===== src/rtl/core/lcgug_pkg.sv =====
`default_nettype none
// ----------------------------------------------------------------------------
// lcgug_pkg
// Shared types and constants of the LCG uniform / Gaussian generator.
// ----------------------------------------------------------------------------
package lcgug_pkg;

   localparam logic [34:0] LCG_MULT      = 35'h5DEECE66D;
   localparam logic [47:0] LCG_INC       = 48'h00000000000B;
   localparam logic [47:0] SEED_SCRAMBLE = 48'h0005DEECE66D;
   localparam logic [31:0] LN2_Q32       = 32'hB17217F8;

   // last value of the shared iteration counter for each iterative unit
   localparam logic [4:0] ITER_SQRT_LAST = 5'd31;
   localparam logic [4:0] ITER_LOG_LAST  = 5'd23;
   localparam logic [4:0] ITER_DIV_LAST  = 5'd30;

   typedef enum logic [1:0] {
      FUNC_RAW     = 2'd0,
      FUNC_UNIFORM = 2'd1,
      FUNC_GAUSS   = 2'd2,
      FUNC_NONE    = 2'd3
   } func_type;

   typedef enum logic [4:0] {
      OP_NONE,
      OP_LCG0,
      OP_LCG1,
      OP_LCG2,
      OP_LCG3,
      OP_CAP_HI,
      OP_CAP_LO,
      OP_SET_V,
      OP_SQ1,
      OP_SQ2,
      OP_SUM,
      OP_NORM_INIT,
      OP_NORM,
      OP_SQRT_INIT_S,
      OP_SQRT_STEP,
      OP_RS_SAVE,
      OP_LOG_INIT,
      OP_LOG_MUL,
      OP_LOG_UPD,
      OP_L_CALC,
      OP_Y_MUL,
      OP_SQRT_INIT_Y,
      OP_G_SAVE,
      OP_DIV_INIT,
      OP_DIV_STEP,
      OP_CG_MUL,
      OP_FIN
   } dp_op_type;

   typedef enum logic [2:0] {
      RES_ZERO,
      RES_RAW,
      RES_UNIFORM,
      RES_GAUSS,
      RES_CACHE
   } res_sel_type;

   typedef enum logic [4:0] {
      ST_IDLE,
      ST_LCG0,
      ST_LCG1,
      ST_LCG2,
      ST_LCG3,
      ST_CAPTURE,
      ST_SETV,
      ST_SQ1,
      ST_SQ2,
      ST_SUM,
      ST_CHECK,
      ST_NORM_INIT,
      ST_NORM,
      ST_SQRT_S_INIT,
      ST_SQRT_S,
      ST_RS_SAVE,
      ST_LOG_INIT,
      ST_LOG_MUL,
      ST_LOG_UPD,
      ST_L_CALC,
      ST_Y_MUL,
      ST_SQRT_Y_INIT,
      ST_SQRT_Y,
      ST_G_SAVE,
      ST_DIV_INIT,
      ST_DIV,
      ST_CG_MUL,
      ST_FIN,
      ST_OUT
   } ctl_state_type;

   typedef struct packed {
      dp_op_type   op;
      logic        use_v2;
      logic        seed_load;
      logic        req_take;
      logic        res_load;
      res_sel_type res_sel;
   } dp_cmd_type;

   typedef struct packed {
      logic cache_valid;
      logic reject;
      logic norm_done;
      logic sqrt_last;
      logic log_last;
      logic div_last;
   } dp_status_type;

endpackage
`default_nettype wire


===== src/rtl/core/lcgug_ctrl.sv =====
`default_nettype none
// ----------------------------------------------------------------------------
// lcgug_ctrl
// Sequencer: walks each request through its draws (Gaussian: rejection test,
// sqrt, log, divide) and result load, issuing one datapath micro-op per cycle.
// ----------------------------------------------------------------------------
module lcgug_ctrl import lcgug_pkg::*; (
   input  wire logic          clock,
   input  wire logic          reset,
   input  wire logic          req_valid,
   input  wire logic [1:0]    req_func,
   output      logic          req_ready,
   output      logic          rsp_valid,
   input  wire logic          rsp_ready,
   input  wire logic          csr_valid,
   output      logic          csr_ready,
   input  wire dp_status_type status,
   output      dp_cmd_type    cmd
);

   ctl_state_type state_ff, state_in;
   func_type      func_ff, func_in;
   logic [1:0]    draw_ff, draw_in;
   logic          cached_ff, cached_in;
   logic          second_ff, second_in;
   logic          rsp_valid_ff, rsp_valid_in;
   logic          req_fire, out_free;
   func_type      req_func_t;

   assign req_func_t = func_type'(req_func);
   assign req_ready  = (state_ff == ST_IDLE);
   assign req_fire   = req_valid && req_ready;
   assign out_free   = !rsp_valid_ff || rsp_ready;
   assign csr_ready  = 1'b1;
   assign rsp_valid  = rsp_valid_ff;

   // next state
   always_comb begin
      state_in = state_ff;
      unique case (state_ff)
         ST_IDLE: begin
            if (req_fire) begin
               if (req_func_t == FUNC_NONE ||
                   (req_func_t == FUNC_GAUSS && status.cache_valid)) begin
                  state_in = ST_OUT;
               end else begin
                  state_in = ST_LCG0;
               end
            end
         end
         ST_LCG0: state_in = ST_LCG1;
         ST_LCG1: state_in = ST_LCG2;
         ST_LCG2: state_in = ST_LCG3;
         ST_LCG3: state_in = ST_CAPTURE;
         ST_CAPTURE: begin
            unique case (func_ff)
               FUNC_UNIFORM: state_in = draw_ff[0] ? ST_OUT : ST_LCG0;
               FUNC_GAUSS:   state_in = draw_ff[0] ? ST_SETV : ST_LCG0;
               default:      state_in = ST_OUT;
            endcase
         end
         ST_SETV:        state_in = (draw_ff == 2'd0) ? ST_SQ1 : ST_LCG0;
         ST_SQ1:         state_in = ST_SQ2;
         ST_SQ2:         state_in = ST_SUM;
         ST_SUM:         state_in = ST_CHECK;
         ST_CHECK:       state_in = status.reject ? ST_LCG0 : ST_NORM_INIT;
         ST_NORM_INIT:   state_in = ST_NORM;
         ST_NORM:        state_in = status.norm_done ? ST_SQRT_S_INIT : ST_NORM;
         ST_SQRT_S_INIT: state_in = ST_SQRT_S;
         ST_SQRT_S:      state_in = status.sqrt_last ? ST_RS_SAVE : ST_SQRT_S;
         ST_RS_SAVE:     state_in = ST_LOG_INIT;
         ST_LOG_INIT:    state_in = ST_LOG_MUL;
         ST_LOG_MUL:     state_in = ST_LOG_UPD;
         ST_LOG_UPD:     state_in = status.log_last ? ST_L_CALC : ST_LOG_MUL;
         ST_L_CALC:      state_in = ST_Y_MUL;
         ST_Y_MUL:       state_in = ST_SQRT_Y_INIT;
         ST_SQRT_Y_INIT: state_in = ST_SQRT_Y;
         ST_SQRT_Y:      state_in = status.sqrt_last ? ST_G_SAVE : ST_SQRT_Y;
         ST_G_SAVE:      state_in = ST_DIV_INIT;
         ST_DIV_INIT:    state_in = ST_DIV;
         ST_DIV:         state_in = status.div_last ? ST_CG_MUL : ST_DIV;
         ST_CG_MUL:      state_in = ST_FIN;
         ST_FIN:         state_in = second_ff ? ST_OUT : ST_DIV_INIT;
         ST_OUT:         state_in = out_free ? ST_IDLE : ST_OUT;
         default:        state_in = ST_IDLE;
      endcase
   end

   // datapath commands
   always_comb begin
      cmd           = '0;
      cmd.op        = OP_NONE;
      cmd.res_sel   = RES_ZERO;
      cmd.seed_load = csr_valid;
      cmd.req_take  = req_fire;
      cmd.use_v2    = second_ff;
      unique case (state_ff)
         ST_LCG0: cmd.op = OP_LCG0;
         ST_LCG1: cmd.op = OP_LCG1;
         ST_LCG2: cmd.op = OP_LCG2;
         ST_LCG3: cmd.op = OP_LCG3;
         ST_CAPTURE: begin
            if (func_ff != FUNC_RAW) begin
               cmd.op = draw_ff[0] ? OP_CAP_LO : OP_CAP_HI;
            end
         end
         ST_SETV: begin
            cmd.op     = OP_SET_V;
            cmd.use_v2 = (draw_ff == 2'd0);
         end
         ST_SQ1:         cmd.op = OP_SQ1;
         ST_SQ2:         cmd.op = OP_SQ2;
         ST_SUM:         cmd.op = OP_SUM;
         ST_NORM_INIT:   cmd.op = OP_NORM_INIT;
         ST_NORM:        cmd.op = OP_NORM;
         ST_SQRT_S_INIT: cmd.op = OP_SQRT_INIT_S;
         ST_SQRT_S:      cmd.op = OP_SQRT_STEP;
         ST_RS_SAVE:     cmd.op = OP_RS_SAVE;
         ST_LOG_INIT:    cmd.op = OP_LOG_INIT;
         ST_LOG_MUL:     cmd.op = OP_LOG_MUL;
         ST_LOG_UPD:     cmd.op = OP_LOG_UPD;
         ST_L_CALC:      cmd.op = OP_L_CALC;
         ST_Y_MUL:       cmd.op = OP_Y_MUL;
         ST_SQRT_Y_INIT: cmd.op = OP_SQRT_INIT_Y;
         ST_SQRT_Y:      cmd.op = OP_SQRT_STEP;
         ST_G_SAVE:      cmd.op = OP_G_SAVE;
         ST_DIV_INIT:    cmd.op = OP_DIV_INIT;
         ST_DIV:         cmd.op = OP_DIV_STEP;
         ST_CG_MUL:      cmd.op = OP_CG_MUL;
         ST_FIN:         cmd.op = OP_FIN;
         ST_OUT: begin
            cmd.res_load = out_free;
            if (cached_ff) begin
               cmd.res_sel = RES_CACHE;
            end else begin
               unique case (func_ff)
                  FUNC_RAW:     cmd.res_sel = RES_RAW;
                  FUNC_UNIFORM: cmd.res_sel = RES_UNIFORM;
                  FUNC_GAUSS:   cmd.res_sel = RES_GAUSS;
                  default:      cmd.res_sel = RES_ZERO;
               endcase
            end
         end
         default: begin
         end
      endcase
   end

   always_comb begin
      func_in      = func_ff;
      draw_in      = draw_ff;
      cached_in    = cached_ff;
      second_in    = second_ff;
      rsp_valid_in = rsp_valid_ff;
      if (req_fire) begin
         func_in   = req_func_t;
         draw_in   = 2'd0;
         cached_in = (req_func_t == FUNC_GAUSS) && status.cache_valid;
      end
      // draw index wraps to zero after the fourth draw of a pair
      if (state_ff == ST_CAPTURE) begin
         draw_in = draw_ff + 2'd1;
      end
      if (state_ff == ST_G_SAVE) begin
         second_in = 1'b0;
      end else if (state_ff == ST_FIN) begin
         second_in = 1'b1;
      end
      if (cmd.res_load) begin
         rsp_valid_in = 1'b1;
      end else if (rsp_ready) begin
         rsp_valid_in = 1'b0;
      end
   end

   always_ff @(posedge clock) begin
      if (reset) begin
         state_ff     <= ST_IDLE;
         func_ff      <= FUNC_RAW;
         draw_ff      <= 2'd0;
         cached_ff    <= 1'b0;
         second_ff    <= 1'b0;
         rsp_valid_ff <= 1'b0;
      end else begin
         state_ff     <= state_in;
         func_ff      <= func_in;
         draw_ff      <= draw_in;
         cached_ff    <= cached_in;
         second_ff    <= second_in;
         rsp_valid_ff <= rsp_valid_in;
      end
   end

`ifndef SYNTHESIS
   a_no_overwrite: assert property (@(posedge clock) disable iff (reset)
      cmd.res_load |-> (!rsp_valid_ff || rsp_ready))
      else $error("result register overwritten while pending");
   a_busy_after_accept: assert property (@(posedge clock) disable iff (reset)
      req_fire |=> (state_ff != ST_IDLE))
      else $error("accepted request produced no work");
   a_cache_path: assert property (@(posedge clock) disable iff (reset)
      (state_ff == ST_LCG0) |-> !cached_ff)
      else $error("cached request is drawing");
`endif

endmodule
`default_nettype wire


===== config.mk =====
export PLATFORM = sky130hd
export DESIGN_NAME = lcgug_ctrl
export DESIGN_NICKNAME = d
export VERILOG_FILES = /design/src/rtl/core/lcgug_pkg.sv /design/src/rtl/core/lcgug_ctrl.sv
export SDC_FILE = /design/constraint.sdc
export NUM_CORES = 1
export LEC_CHECK = 0
export BUFFER_PORTS_ARGS = -buffer_cell sky130_fd_sc_hd__buf_2
export CAP_MARGIN = 20
export CORE_ASPECT_RATIO = 1.4
export CORE_MARGIN = 5
export CORE_UTILIZATION = 30
export CTS_CLUSTER_DIAMETER = 150
export DETAILED_ROUTE_END_ITERATION = 12
export PLACE_DENSITY = 0.49
export RECOVER_POWER = 100
export SKIP_CTS_REPAIR_TIMING = 1
export SYNTH_ARGS = -nofsm -noshare
export SYNTH_HDL_FRONTEND = slang
export SYNTH_SLANG_ARGS = --single-unit

===== constraint.sdc =====
create_clock -name clock -period 1.6 [get_ports clock]
set_clock_uncertainty 0.05 [all_clocks]
set_input_delay 0 -clock clock [delete_from_list [all_inputs] [get_ports clock]]
set_output_delay 0 -clock clock [all_outputs]
set_load 0.1 [all_outputs]

==> metrics.csv <==
metric;value;unit
outcome;complete, but fails checks;
failed_checks;negative hold slack, negative setup slack;
start_kind;flop;
final_cell_mix;44 x buf_4, 13 x buf_2;
post_drt_via_cell_ratio;5.521;
finalHoldViolCount;1;
yosys.area.top_type;dfxtp_1;
finalWeightedCongestion;0.8387;
cts_tree;yes;
synthCells;173;
numCtsBuffers;3;
critical_path_class;flop to primary output;
drtAntennaViolNets;0;
core-area;3986;um^2
dpl_cell_area;1866;um^2
yosys.cell_types.count;50;
clk_path_buf_depth;2;
relSlewSlack;34.83;%
grt_antenna_before_repair;0;
crit_chain;buf_4, or3_4, nor3_4, buf_6, buf_12;
num_rows;27;
die_w;64.50;um
dpl.hpwl;3327;um
synth_nets;192;
grt_pass1_vias;1505;
wl;4577;um
initial_core_util;31.29;%
synth_top_area_share;19.26;%
grt_use_total;15.41;%
drt_iter0_markers;61;
seq_area_frac_synth;19.26;%
whs;-0.01325;ns
design.die.area;5566;um^2
crit_required;1.55;ns
netlist_top_cells_area;dfxtp_1 19%, ha_1 6.0%, a21oi_1 5.6%;
numClockSinks;12;
min_period;1.704;ns
period_share;106.5;%
stdcell_area;2222;um^2
slowest_stage;dfxtp_4;
portBuffers;24;
syn_area_per_cell;7.211;um^2
ys.flop_type;dfxtp_1;
first_pass_iters;4;
critPathBufInv;3;
endpoint_kind;primary output;
setup_viol;8;
insertion_delay;0.24;ns
layout-drive-gt1-share;53.14;%
totalNegativeSetupSlack;-0.4781;ns
fmax;586.9;MHz
io_pins;28;
final_max_slew_viol_count;0;
grt_pass1_wl;6817;um
synthArstFlopShare;0;%
tightest_slew;0.9743;ns
gr-total-overflow;0;
crit_arrival;1.65;ns
ys_ff_latch;12;
rsz0062_at_grt;yes;
wl_per_cell;16.23;um
fin_nets;259;
path_max_fanout;8;
syn_area;1247;um^2
ys_warn_count;0;
mostFrequentLayoutCell;buf_4;
drc_errors;0;
grt_max_degree;15;
clkTransAtPathRegs;0.06;ns
vias;1557;
synth_edf_count;0;
clock-root-buffer;clkbuf_8;
area_growth;78.13;%
cts_htree_levels;1;
hp-class;primary input to flop;
max_cap_viol_count;0;
num_antenna_cells;0;
fillers;366;
setup_slack;-0.1038;ns
max_stage_delay;0.37;ns
cp_top_family;simple AND/OR/NAND/NOR gates;
die_y;86.30;um
[worst register-to-register path, cell delays in order, from the launching register on]
cell     delay [ns]
dfxtp_4        0.37
buf_4          0.17
or3_4          0.37
nor3_4         0.21
buf_4          0.14
a32oi_1        0.05
a31oi_1        0.14
[final timing paths]
kind	start	slack (ns)	to	cells after the start
setup / recovery	state_ff[3]	-0.10	req_ready	5
hold / removal	req_func[1]	-0.01	func_ff[1]	3
setup reg to reg	state_ff[3]	0.01	state_ff[0]	6
hold reg to reg	draw_ff[1]	0.43	draw_ff[1]	2
[layer usage]
metal	vias to the layer above	track usage, %	wire [um]
li1	756	-	-
met1	754	16.89	1766
met2	39	28.20	2551
met3	8	1.297	161
met4	0	9.615	98
met5	-	0	0
[sequential cells by signal, summed over array words and instances, names as in the netlist]
register   cells
draw_ff        2
state_ff       5
second_ff      1
rsp_valid      1
cached_ff      1
func_ff        2
[synthesized netlist by cell type (all sizes together) (2+ instances only)]
master / instances
a31oi: 5
dfxtp: 12
inv: 9
nor2: 18
or4b: 2
nand2b: 5
and2: 2
or3: 2
buf: 16
nand2: 14
nor2b: 8
nand3: 8
nor3b: 6
a32oi: 4
o21ai: 9
nor3: 4
mux2i: 3
ha: 6
o22ai: 4
a21oi: 15
a211o: 2
[cell type report]
type / instances / area [um^2] / area share [%]
repair buffers: 78 / 721.9 / 32.49
well taps: 43 / 53.80 / 2.421
flip-flops and latches: 12 / 260.3 / 11.71
multi-input cells: 136 / 1097 / 49.38
clock buffers: 4 / 55.05 / 2.477
inverters: 9 / 33.78 / 1.520
[kinds of logic after synthesis]
group	synth area share (%)
AOI/OAI and AO/OA	27.68
and+or+nand+nor	32.70
xor gates and xnor gates	0.7022
muxes	2.407
adders and majority gates	6.018
DFF	19.26
buffers and inverters	10.93
other	0.3006
[metrics by stage]
stage	setup WS [ns]	instances	utilization (%)	hold WS, ns
after detailed placement	-0.05462	258	46.80	-0.04932
after global placement	-0.08487	258	46.80	-0.04932
after floorplan	-0.3548	173	-	0.09394
after CTS	-0.2461	262	48.18	-0.04932
final	-0.1038	282	55.74	-0.01325
after global routing	-0.1602	282	55.74	0.01783
Power is left out: the tool's default activity adds up to more than one toggle a clock period on the data nets, which glitch-free logic cannot reach.
